**src/design/ale_pkg.sv**
```systemverilog
// Package for the array list engine: command and result word types,
// opcode, status and sequencer state encodings, and parameter defaults.
// No dependencies.
`timescale 1ns / 1ps
`default_nettype none

package ale_pkg;

    localparam int DEPTH_DEF     = 16;
    localparam int WORD_BITS_DEF = 32;

    typedef enum logic [2:0] {
        OP_APPEND       = 3'd0,
        OP_PREPEND      = 3'd1,
        OP_INSERT_AT    = 3'd2,
        OP_REMOVE_LAST  = 3'd3,
        OP_REMOVE_FIRST = 3'd4,
        OP_REMOVE_AT    = 3'd5,
        OP_FIND         = 3'd6,
        OP_OVERWRITE    = 3'd7
    } t_op;

    typedef enum logic [1:0] {
        ST_OK    = 2'd0,
        ST_FULL  = 2'd1,
        ST_EMPTY = 2'd2,
        ST_RANGE = 2'd3
    } t_status;

    typedef enum logic [2:0] {
        S_IDLE,
        S_OPEN,
        S_CLOSE,
        S_SCAN,
        S_DONE
    } t_state;

    typedef struct packed {
        t_op                op;
        logic [3:0]         position;
        logic signed [31:0] value;
    } t_cmd;

    typedef struct packed {
        t_status    status;
        logic       found;
        logic [3:0] match_index;
        logic [4:0] count;
        logic       last;
    } t_result;

endpackage

`default_nettype wire

```
**src/design/array_list_engine.sv**
```systemverilog
// Array list engine: an ordered list of words in a memory with one read and one write port,
// shifted and searched one entry per cycle by a small sequencer; a search also waits on a stalled result port.
// Depends on ale_pkg.
//
// Channel  Dir  Handshake                  Word
// cmd      in   i_cmd_valid / o_cmd_ready  ale_pkg::t_cmd
// res      out  o_res_valid / i_res_ready  ale_pkg::t_result
//
// A command is taken only while the sequencer is idle, one at a time.
// Remove-last, overwrite and rejected commands go straight to the result; append, prepend
// and insert pass through an open state that shifts entries up, a removal of the first or a given
// entry through a close state that shifts them down, and find through a scan, with one memory read and write per cycle.
// Reset clears the entry count; entry contents need no clearing.
// A stalled result port holds the sequencer wherever a new result is due.
`timescale 1ns / 1ps
`default_nettype none

module array_list_engine #(
    parameter int DEPTH     = ale_pkg::DEPTH_DEF,
    parameter int WORD_BITS = ale_pkg::WORD_BITS_DEF
) (
    input  wire logic            i_clk,
    input  wire logic            i_rst_n,
    input  wire logic            i_cmd_valid,
    output logic                 o_cmd_ready,
    input  wire ale_pkg::t_cmd   i_cmd,
    output logic                 o_res_valid,
    input  wire logic            i_res_ready,
    output ale_pkg::t_result     o_res
);
    import ale_pkg::*;

    localparam int AW = (DEPTH > 1) ? $clog2(DEPTH) : 1;
    localparam int CW = $clog2(DEPTH + 1);
    localparam int PW = (CW > 4) ? CW : 4;
    localparam logic [CW-1:0] C_ONE   = CW'(1);
    localparam logic [CW-1:0] C_DEPTH = CW'(DEPTH);

    logic [WORD_BITS-1:0] r_mem [DEPTH];

    t_state               r_state, n_state;
    logic [CW-1:0]        r_count, n_count;
    logic [CW-1:0]        r_idx, n_idx;
    logic [CW-1:0]        r_pos, n_pos;
    logic [WORD_BITS-1:0] r_word, n_word;
    t_status              r_status, n_status;
    logic [AW-1:0]        r_pend, n_pend;
    logic                 r_pend_v, n_pend_v;
    logic                 r_rd_ok, n_rd_ok;
    logic [WORD_BITS-1:0] r_rd_data;
    logic                 r_out_valid;
    t_result              r_out, n_out;

    logic                 rd_en;
    logic [AW-1:0]        rd_addr;
    logic                 mem_we;
    logic [AW-1:0]        mem_waddr;
    logic [WORD_BITS-1:0] mem_wdata;
    logic                 out_load;

    logic                 cmd_acc, out_free;
    logic                 is_full, is_empty, pos_bad;
    logic [CW-1:0]        cmd_pos;
    logic [WORD_BITS-1:0] cmd_word;
    logic                 open_more, close_more, scan_more;
    logic [CW-1:0]        open_nx, close_nx;
    logic                 match, scan_stall;

    assign cmd_acc    = i_cmd_valid && o_cmd_ready;
    assign out_free   = !r_out_valid || i_res_ready;
    assign is_full    = (r_count == C_DEPTH);
    assign is_empty   = (r_count == '0);
    assign pos_bad    = (PW'(i_cmd.position) >= PW'(r_count));
    assign cmd_pos    = CW'(i_cmd.position);
    assign cmd_word   = WORD_BITS'(i_cmd.value);
    assign open_more  = (r_idx > r_pos);
    assign open_nx    = r_rd_ok ? (r_idx - C_ONE) : r_idx;
    assign close_more = ((r_idx + C_ONE) < r_count);
    assign close_nx   = r_rd_ok ? (r_idx + C_ONE) : r_idx;
    assign scan_more  = (r_idx < r_count);
    assign match      = (r_rd_data == r_word);
    assign scan_stall = r_rd_ok && match && r_pend_v && !out_free;

    always_comb begin
        n_state = r_state;
        case (r_state)
            S_IDLE: begin
                if (cmd_acc) begin
                    case (i_cmd.op)
                        OP_APPEND, OP_PREPEND: n_state = is_full ? S_DONE : S_OPEN;
                        OP_INSERT_AT: n_state = (is_full || pos_bad) ? S_DONE : S_OPEN;
                        OP_REMOVE_FIRST: n_state = is_empty ? S_DONE : S_CLOSE;
                        OP_REMOVE_AT: n_state = (is_empty || pos_bad) ? S_DONE : S_CLOSE;
                        OP_FIND: n_state = S_SCAN;
                        default: n_state = S_DONE;
                    endcase
                end
            end
            S_OPEN: begin
                if (!open_more) begin
                    n_state = S_DONE;
                end
            end
            S_CLOSE: begin
                if (!close_more) begin
                    n_state = S_DONE;
                end
            end
            S_SCAN: begin
                if (!scan_more) begin
                    n_state = S_DONE;
                end
            end
            S_DONE: begin
                if (out_free) begin
                    n_state = S_IDLE;
                end
            end
            default: n_state = S_IDLE;
        endcase
    end

    always_comb begin
        n_count   = r_count;
        n_idx     = r_idx;
        n_pos     = r_pos;
        n_word    = r_word;
        n_status  = r_status;
        n_pend    = r_pend;
        n_pend_v  = r_pend_v;
        n_rd_ok   = r_rd_ok;
        rd_en     = 1'b0;
        rd_addr   = '0;
        mem_we    = 1'b0;
        mem_waddr = '0;
        mem_wdata = r_rd_data;
        out_load  = 1'b0;
        n_out     = r_out;
        case (r_state)
            S_IDLE: begin
                if (cmd_acc) begin
                    n_word   = cmd_word;
                    n_status = ST_OK;
                    n_pend   = '0;
                    n_pend_v = 1'b0;
                    n_rd_ok  = 1'b0;
                    case (i_cmd.op)
                        OP_APPEND: begin
                            if (is_full) begin
                                n_status = ST_FULL;
                            end
                            n_idx = r_count;
                            n_pos = r_count;
                        end
                        OP_PREPEND: begin
                            if (is_full) begin
                                n_status = ST_FULL;
                            end
                            n_idx = r_count;
                            n_pos = '0;
                        end
                        OP_INSERT_AT: begin
                            if (is_full) begin
                                n_status = ST_FULL;
                            end else if (pos_bad) begin
                                n_status = ST_RANGE;
                            end
                            n_idx = r_count;
                            n_pos = cmd_pos;
                        end
                        OP_REMOVE_LAST: begin
                            if (is_empty) begin
                                n_status = ST_EMPTY;
                            end else begin
                                n_count = r_count - C_ONE;
                            end
                        end
                        OP_REMOVE_FIRST: begin
                            if (is_empty) begin
                                n_status = ST_EMPTY;
                            end
                            n_idx = '0;
                        end
                        OP_REMOVE_AT: begin
                            if (is_empty) begin
                                n_status = ST_EMPTY;
                            end else if (pos_bad) begin
                                n_status = ST_RANGE;
                            end
                            n_idx = cmd_pos;
                        end
                        OP_FIND: begin
                            n_idx = '0;
                        end
                        default: begin
                            if (is_empty) begin
                                n_status = ST_EMPTY;
                            end else if (pos_bad) begin
                                n_status = ST_RANGE;
                            end else begin
                                mem_we    = 1'b1;
                                mem_waddr = AW'(cmd_pos);
                                mem_wdata = cmd_word;
                            end
                        end
                    endcase
                end
            end
            S_OPEN: begin
                if (open_more) begin
                    if (r_rd_ok) begin
                        mem_we    = 1'b1;
                        mem_waddr = AW'(r_idx);
                        n_idx     = open_nx;
                    end
                    if (open_nx > r_pos) begin
                        rd_en   = 1'b1;
                        rd_addr = AW'(open_nx - C_ONE);
                        n_rd_ok = 1'b1;
                    end
                end else begin
                    mem_we    = 1'b1;
                    mem_waddr = AW'(r_pos);
                    mem_wdata = r_word;
                    n_count   = r_count + C_ONE;
                end
            end
            S_CLOSE: begin
                if (close_more) begin
                    if (r_rd_ok) begin
                        mem_we    = 1'b1;
                        mem_waddr = AW'(r_idx);
                        n_idx     = close_nx;
                    end
                    if ((close_nx + C_ONE) < r_count) begin
                        rd_en   = 1'b1;
                        rd_addr = AW'(close_nx + C_ONE);
                        n_rd_ok = 1'b1;
                    end
                end else begin
                    n_count = r_count - C_ONE;
                end
            end
            S_SCAN: begin
                if (scan_more) begin
                    if (!r_rd_ok) begin
                        rd_en   = 1'b1;
                        rd_addr = AW'(r_idx);
                        n_rd_ok = 1'b1;
                    end else if (!scan_stall) begin
                        if (match && r_pend_v) begin
                            out_load          = 1'b1;
                            n_out.status      = ST_OK;
                            n_out.found       = 1'b1;
                            n_out.match_index = 4'(r_pend);
                            n_out.count       = 5'(r_count);
                            n_out.last        = 1'b0;
                        end
                        if (match) begin
                            n_pend   = AW'(r_idx);
                            n_pend_v = 1'b1;
                        end
                        n_idx = r_idx + C_ONE;
                        if ((r_idx + C_ONE) < r_count) begin
                            rd_en   = 1'b1;
                            rd_addr = AW'(r_idx + C_ONE);
                        end else begin
                            n_rd_ok = 1'b0;
                        end
                    end
                end
            end
            S_DONE: begin
                if (out_free) begin
                    out_load          = 1'b1;
                    n_out.status      = r_status;
                    n_out.found       = r_pend_v;
                    n_out.match_index = 4'(r_pend);
                    n_out.count       = 5'(r_count);
                    n_out.last        = 1'b1;
                end
            end
            default: begin
                n_rd_ok = 1'b0;
            end
        endcase
    end

    always_ff @(posedge i_clk) begin
        if (mem_we) begin
            r_mem[mem_waddr] <= mem_wdata;
        end
        if (rd_en) begin
            r_rd_data <= r_mem[rd_addr];
        end
    end

    always_ff @(posedge i_clk) begin
        if (!i_rst_n) begin
            r_state     <= S_IDLE;
            r_count     <= '0;
            r_rd_ok     <= 1'b0;
            r_pend_v    <= 1'b0;
            r_out_valid <= 1'b0;
        end else begin
            r_state  <= n_state;
            r_count  <= n_count;
            r_rd_ok  <= n_rd_ok;
            r_pend_v <= n_pend_v;
            if (out_load) begin
                r_out_valid <= 1'b1;
            end else if (i_res_ready) begin
                r_out_valid <= 1'b0;
            end
        end
    end

    always_ff @(posedge i_clk) begin
        r_idx    <= n_idx;
        r_pos    <= n_pos;
        r_word   <= n_word;
        r_status <= n_status;
        r_pend   <= n_pend;
        r_out    <= n_out;
    end

    assign o_cmd_ready = (r_state == S_IDLE);
    assign o_res_valid = r_out_valid;
    assign o_res       = r_out;

    a_count_bound: assert property (@(posedge i_clk) disable iff (!i_rst_n)
        r_count <= C_DEPTH)
        else $error("entry count exceeds depth");

    a_write_in_range: assert property (@(posedge i_clk) disable iff (!i_rst_n)
        mem_we |-> (CW'(mem_waddr) <= r_count))
        else $error("memory write beyond the end of the list");

    a_partial_only_in_find: assert property (@(posedge i_clk) disable iff (!i_rst_n)
        (r_out_valid && !r_out.last) |-> (r_state == S_SCAN || r_state == S_DONE))
        else $error("non-final result outside a find");

    a_no_load_while_busy: assert property (@(posedge i_clk) disable iff (!i_rst_n)
        (r_out_valid && !i_res_ready) |=> $stable(r_out))
        else $error("pending result overwritten");

endmodule

`default_nettype wire
```
**config.mk**
```make
export PLATFORM = sky130hd
export DESIGN_NAME = array_list_engine
export DESIGN_NICKNAME = d
export VERILOG_FILES = /design/src/design/ale_pkg.sv /design/src/design/array_list_engine.sv
export SDC_FILE = /design/constraint.sdc
export NUM_CORES = 1
export LEC_CHECK = 0
export BUFFER_PORTS_ARGS = -buffer_cell sky130_fd_sc_hd__buf_2
export CORE_UTILIZATION = 42
export CTS_BUF_LIST = sky130_fd_sc_hd__clkbuf_4
export DETAILED_ROUTE_END_ITERATION = 10
export HOLD_SLACK_MARGIN = 0.05
export PLACE_DENSITY_LB_ADDON = 0.05
export SLEW_MARGIN = 40
export SYNTH_ARGS = -nofsm -noshare
export SYNTH_HDL_FRONTEND = slang
export SYNTH_SLANG_ARGS = --single-unit
```
**constraint.sdc**
```tcl
create_clock -name i_clk -period 11.53 [get_ports i_clk]
set_input_delay 2.306 -clock i_clk [delete_from_list [all_inputs] [get_ports i_clk]]
set_output_delay 2.306 -clock i_clk [all_outputs]
set_load 0.02 [all_outputs]
```
[Word-level counts from Yosys, hierarchy flattened]
Memory sizes are Yosys's and may differ from the RTL's. A register that Yosys moved wholly into a read port is not among the register bits.
Index checks and enable logic that the tools add are counted.
Operators by class
  $add $sub $neg: 6
  multipliers: 0
  divide/modulo/power cells: 0
  $lt $le $gt $ge: 6
  equality and inequality tests: 31
  shift operators: 0
  muxes and demuxes: 112
  bitwise gates (word level): 1
  reductions and logical operators: 32
Operators by type and width (count)
  two-way mux 32 bit: 5
  two-way mux 4 bit: 20
  two-way mux 5 bit: 15
  two-way mux 13 bit: 5
  case mux 32 bit (2 select lines): 1
  case mux 5 bit (3 select lines): 3
  two-way mux 1 bit: 37
  == test 32 bit: 1
  inequality test 2 bit (second input constant): 16
  case mux 3 bit (5 select lines): 2
  two-way mux 3 bit: 9
  case mux 13 bit (2 select lines): 1
  case mux 4 bit (3 select lines): 2
  case mux 5 bit (4 select lines): 1
  AND reduction 6 bit: 3
  adder 5 x 1 -> 5 bit (second input constant): 3
  less-than comparator 5 bit: 3
  == test 3 x 2 -> 1 bit (second input constant): 4
  == test 3 bit (second input constant): 4
  > comparator 5 bit: 2
  AND reduction 10 bit: 1
  subtractor 5 x 1 -> 5 bit (second input constant): 2
  two-way mux 2 bit: 4
  case mux 2 bit (4 select lines): 1
  other kinds (26): 43
Storage, ports and cells
  bits in registers: 72
  bits in latches: 0
  bits in writable memories: 512
  bits in read-only memories: 0
  bits of input ports: 43
  output and inout port bits: 15
  logic and storage cells: 204
  memories: 1
Memories
  r_mem: words 16, width 32, read ports 1, clocked after memory_dff 1, wr ports 1, line array_list_engine.sv:39  | logic [WORD_BITS-1:0] r_mem [DEPTH];

[Depth between registers and ports, before layout]
  depth after elaboration: 9
  gate-level depth with buffers: 19
  mapped depth without buffers: 16

[Worst setup path before layout]
OpenSTA, ideal clock, no wires.
  path kind: input to register
  start point: input i_cmd[32] in the netlist's numbering
  end point: memory r_mem[0][0] in the netlist's numbering (enable)
  library setup time: 513 ps
  data arrival time: 7366 ps
  required time: 11017 ps
  slack: 3652 ps
  stages on the path: 12
  path buffers: 1
  cells stage by stage: inv_1 -> ha_1 -> nand2b_1 -> a21o_1 -> a21o_1 -> a21oi_1 -> o21a_1 -> clkbuf_1 -> nor2_1 -> nor2_1 -> nand2_1 -> nor4b_1
Between the ends
  cells in the longest elaborated chain, start to end: 8
  elaborated cells between the ends (all ways): 13
  those cells by class: 1 x order compare; 12 x mux
Ends and longest elaborated chain
  from (decl): line array_list_engine.sv:26  | input wire ale_pkg::t_cmd i_cmd,
  >= comparator 4 x 5 -> 1 bit: line array_list_engine.sv:73  | assign pos_bad = (PW'(i_cmd.position) >= PW'(r_count));
  two-way mux 1 bit: line array_list_engine.sv:198  | end else if (pos_bad) begin
  two-way mux 1 bit: line array_list_engine.sv:196  | if (is_empty) begin
  two-way mux 1 bit: line array_list_engine.sv:147  | case (i_cmd.op)
  two-way mux 1 bit: line array_list_engine.sv:141  | if (cmd_acc) begin
  case mux 1 bit (3 select lines): line array_list_engine.sv:139  | case (r_state)
  two-way mux 1 bit: line array_list_engine.sv:290  | if (mem_we) begin
  two-way mux 1 bit (implied by the code): line array_list_engine.sv:291  | r_mem[mem_waddr] <= mem_wdata;
  to (decl): line array_list_engine.sv:39
Parallel ways exist; a longest one is shown, timed or not.

[Worst setup path in the final report]
  start point: register r_idx[0]
  end point: register r_rd_data[6] (read register of r_mem) (data pin)
Between the ends
  cells in the longest elaborated chain, start to end: 7
  elaborated cells between the ends (all ways): 29
  those cells by class: 4 x add/sub; 5 x order compare; 20 x mux
Ends and longest elaborated chain
  from (decl): line array_list_engine.sv:43  | logic [CW-1:0] r_idx, n_idx;
  from (signal assigned): line array_list_engine.sv:319  | r_idx <= n_idx;
  adder 5 x 1 -> 5 bit: line array_list_engine.sv:266  | rd_addr = AW'(r_idx + C_ONE);
  two-way mux 5 bit or less-than comparator 5 bit (tied branches): line array_list_engine.sv:79, array_list_engine.sv:78, array_list_engine.sv:264
  adder 5 x 1 -> 5 bit, or another cell as far along: line array_list_engine.sv:237  | rd_addr = AW'(close_nx + C_ONE);
  less-than comparator 5 bit, or another cell as far along: line array_list_engine.sv:235  | if ((close_nx + C_ONE) < r_count) begin
  two-way mux 4 bit, or another cell as far along: line array_list_engine.sv:235
  two-way mux 4 bit, or another cell as far along: line array_list_engine.sv:229  | if (close_more) begin
  case mux 4 bit (3 select lines) or case mux 1 bit (3 select lines) (tied branches): line array_list_engine.sv:139
  to (decl): line array_list_engine.sv:50  | logic [WORD_BITS-1:0] r_rd_data;
Parallel ways exist; a longest one is shown, timed or not.
A chain may end at the register's enable or synchronous reset.

==> out/qor.log <==
qor: run_status.result_of_the_run completed
qor: critical_path.cp_startpoint_kind flip-flop
qor: timing.tightest_slew 0.8229 ns
qor: synthesis.synth.avg_cell_area 13.34 um^2
qor: synthesis.yosysUniqueCellTypes 69
qor: clock_tree.cts_tree built
qor: clock_tree.insertion_delay 1.01 ns
qor: floorplanning.starting_utilization_of_the_core_area 42.59%
qor: critical_path.critical-path-slowest-cell sky130_fd_sc_hd__buf_4
qor: clock_tree.cts_setup_buffers 0
qor: detailed_routing.drt_first_pass_iters 7
qor: finish.finish.net_count 2196
qor: timing.setup_viol 0
qor: timing.setup_repair_after_global_routing_missed_its_margin no
qor: clock_tree.htreeDepth 4
qor: floorplanning.die-width 255.2 um
qor: timing.timing.final.hold_violations 0
qor: min_path.hold_end o_res[9]
qor: detailed_routing.detail_route.iter0.violations 1558
qor: pwr.sequentialPowerShare 50.8%
qor: floorplanning.rows 92
qor: placed_design.placement.io_buffers 57
qor: global_route.grt.total_usage 25.25%
qor: critical_path.timing.critical_path.buf_inv 3
qor: critical_path.critical_path_depth 17
qor: synthesis.yosys_warnings 0
qor: critical_path.worst_path_most_repeated_cell sky130_fd_sc_hd__ha_1
qor: finish.design_area 30240 um^2
qor: finish.final_layout_size_suffix_gt1_share 19.54%
qor: floorplanning.die_area 65100 um^2
qor: global_route.grt_start_max_net_pins 80
qor: global_route.gr-total-overflow 0
qor: timing.final.setup_skew 0.03659 ns
qor: clock_tree.path_clk_slew 0.07 ns
qor: detailed_routing.drc 0
qor: synthesis.seq_area_frac_synth 68.32%
qor: critical_path.critical_path.endpoint_type flip-flop
qor: critical_path.ff2ff_path_depth 17
qor: pwr.vdd_ir_drop_max 89.50 uV
qor: detailed_routing.via_count 18590
qor: synthesis.syn-cell-area 26920 um^2
qor: global_route.antenna_found_initial 3
qor: timing.layout_worst_path_cycle_share 54.13%
qor: timing.maximum_clock_frequency 160.2 MHz
qor: pwr.power.static_leakage 10.18 nW
qor: synthesis.synthTopCellsByArea sky130_fd_sc_hd__edfxtp_1 67%, sky130_fd_sc_hd__a21oi_1 2.9%, sky130_fd_sc_hd__nand4_1 2.3%
qor: critical_path.cp_cell_sequence inv_1 -> ha_1 -> a21oi_1 -> inv_1 -> ha_1 -> xnor2_1 -> ha_1 -> a21o_1 -> a31oi_1 -> o21a_1 -> nand3_1 -> a21o_4 -> nand2_4 -> buf_4 -> a211oi_1 -> a31o_2 -> a221oi_1
qor: critical_path.reg2reg_setup_slack 5.29 ns
qor: detailed_routing.postRouteWirelength 80.73 mm
qor: critical_path.cp_top_family compound AO/OA/AOI/OAI gates
qor: pwr.power-per-cell-area 171.5 nW/um^2
qor: synthesis.number_of_synthesized_register_bits 616
qor: pwr.power.share.combinational 12.6%
qor: clock_tree.root_buffer_selected_by_cts sky130_fd_sc_hd__clkbuf_4
qor: placed_design.dpl-instance-area 28110 um^2
qor: pwr.p_switching 0.001384 W
qor: timing.maxSlewViolCount 0
qor: placed_design.dp_hpwl 41.12 mm
qor: min_path.worst_hold_path.num_cells 0
qor: floorplanning.io_pins 58
qor: synthesis.netlist_instances 2018
qor: timing.finalSetupTns 0 ns
qor: placed_design.gp_congestion 0.8267
qor: floorplanning.std_cell_core_area 63200 um^2
qor: detailed_routing.routed_via_density 6.005
qor: critical_path.cp_data_arrival_time 7.03 ns
qor: critical_path.worst-endpoint-required 12.32 ns
qor: critical_path.critical_path_class flip-flop to flip-flop
qor: min_path.startpoint_of_the_tightest_hold_check_path r_pend[3]
qor: detailed_routing.antenna_violating_nets_post_route 0
qor: synthesis.netlist.area_leader.share 67.50%
qor: pwr.netSwitchingFraction 26.69%
qor: finish.syn2layout_area_growth 12.34%
qor: clock_tree.cts.path.max_buffers 3
qor: timing.fin_crit 6.241 ns
qor: global_route.first_global_vias 18120
qor: critical_path.timing.critical_path.slowest_cell_delay 0.73 ns
qor: critical_path.timing.critical_path.fanout_max 65
qor: synthesis.synth_edf_count 605
qor: flow_run.maxcap_viol_count 0
qor: clock_tree.tritoncts.num_buffers 165
qor: synthesis.yosysTopAreaCell sky130_fd_sc_hd__edfxtp_1
qor: pwr.clockPowerShare 36.6%
qor: critical_path.rr_endpoint r_rd_data[6]
qor: synthesis.asyncSetResetFlopFracSynth 0%
qor: timing.max-slew-margin-rel 44.64%
qor: detailed_routing.routedWlPerCell 26.08 um
qor: clock_tree.tritoncts_num_sinks 616
qor: min_path.min_path_type flip-flop to flip-flop
qor: synthesis.synth_flop_cell sky130_fd_sc_hd__edfxtp_1
qor: synthesis.syn_nets 2096
qor: floorplanning.die_height 255.2 um
qor: critical_path.regToRegStartpoint r_idx[0]
qor: clock_tree.cts.repair.resized 0
qor: global_route.global_route_wire_length_before_repair 119.4 mm
qor: pwr.internal_power 0.003802 W
qor: clock_tree.holdBufCountCts 0
[final cells by class]
| class | instances | area [um^2] |
|---|---|---|
| antenna | 7 | 17.52 |
| clock buffer | 258 | 1937 |
| clock inverter | 33 | 138.9 |
| fill | 5747 | 32960 |
| inverter | 52 | 195.2 |
| multi-input combinational | 1179 | 7797 |
| sequential | 616 | 18390 |
| tap | 846 | 1059 |
| timing repair buffer | 104 | 705.7 |
[power by group through the flow]
stage | clock network, W | logic, W | registers, W
global placement | 0 | 0.000641 | 0.00268
finish | 0.00190 | 0.000651 | 0.00264
global route | 0.00207 | 0.000717 | 0.00264
floorplan | 0 | 0.000431 | 0.00267
detailed placement | 0 | 0.000651 | 0.00268
CTS | 0.00196 | 0.000654 | 0.00263
[flip-flops by register name, indices dropped and copies added (netlist names)]
signal       cells
r_mem          512
r_state          3
r_rd_ok          1
r_pend           4
r_rd_data       32
r_status         2
r_count          5
o_res_valid      1
r_word          32
r_pend_v         1
r_idx            5
o_res           13
r_pos            5
[layout by cell type, fill, tap and decap left out, drive strengths merged, types with 7 or more instances in the layout]
cell and count:
nor3 69, diode 7, nand2b 8, o21ai 82, nor2 55, dfxtp 11
xnor2 17, o2111ai 66, xor2 36, and3 41, nand4 100, a221oi 37
nor4 13, buf 104, ha 34, and2 8, nand3 77, a21o 7
clkbuf 258, a222oi 33, nand2 164, clkinv 29, a21oi 155, a31o 33
a22o 33, edfxtp 605, nor2b 13, inv 55, a211oi 33, o21a 7
[per-stage QoR]
stage	utilization (%)	worst slack, ns	total power [W]	std cells	hold slack [ns]
floorplan	-	3.652	0.003098	2018	0.4003
global placement	44.37	5.108	0.003322	2794	0.4074
detailed placement	44.48	4.995	0.003333	2796	0.4045
CTS	47.77	5.280	0.005249	3087	0.4159
global route	47.84	4.963	0.005425	3093	0.4304
finish	47.85	5.289	0.005186	3095	0.4149
[cells by family (layout without fill, tap and decap cells)]
family,count (synthesis),in the layout,synth area share [%]
compound gates,522,522,13.93
xor+xnor,53,53,1.725
fa+ha+maj,35,35,1.655
buf+inv,223,447,3.644
flops,616,616,68.32
mux,3,3,0.1116
other cells,0,7,0
simple gates,566,566,10.62
[cells in the mapped netlist (all sizes together), types with 17 or more instances]
library cell,number
edfxtp,605
nand2,164
a21oi,155
nand4,100
clkbuf,96
o21ai,82
nand3,77
buf,75
nor3,69
o2111ai,66
nor2,55
inv,52
and3,41
a221oi,37
xor2,36
ha,34
a211oi,33
a222oi,33
a22o,33
a31o,33
xnor2,17
[layer usage]
layer | vias to the layer above | global-route usage [%] | routed length (um)
met5 | - | 0 | 0
met4 | 0 | 8.195 | 1723
met3 | 123 | 5.095 | 5195
met2 | 738 | 41.06 | 39160
met1 | 9427 | 33.89 | 34660
li1 | 8297 | - | -
[worst max path at each step]
| stage | start | to |
|---|---|---|
| after floorplan | i_cmd[32] | r_mem[0][0] |
| after global placement | i_res_ready | r_rd_data[8] |
| after detailed placement | i_res_ready | r_rd_data[26] |
| after CTS | r_idx[0] | r_rd_data[6] |
| after global routing | r_idx[0] | r_rd_data[6] |
| final | r_idx[0] | r_rd_data[6] |
Power figures use the tool's default switching activity.
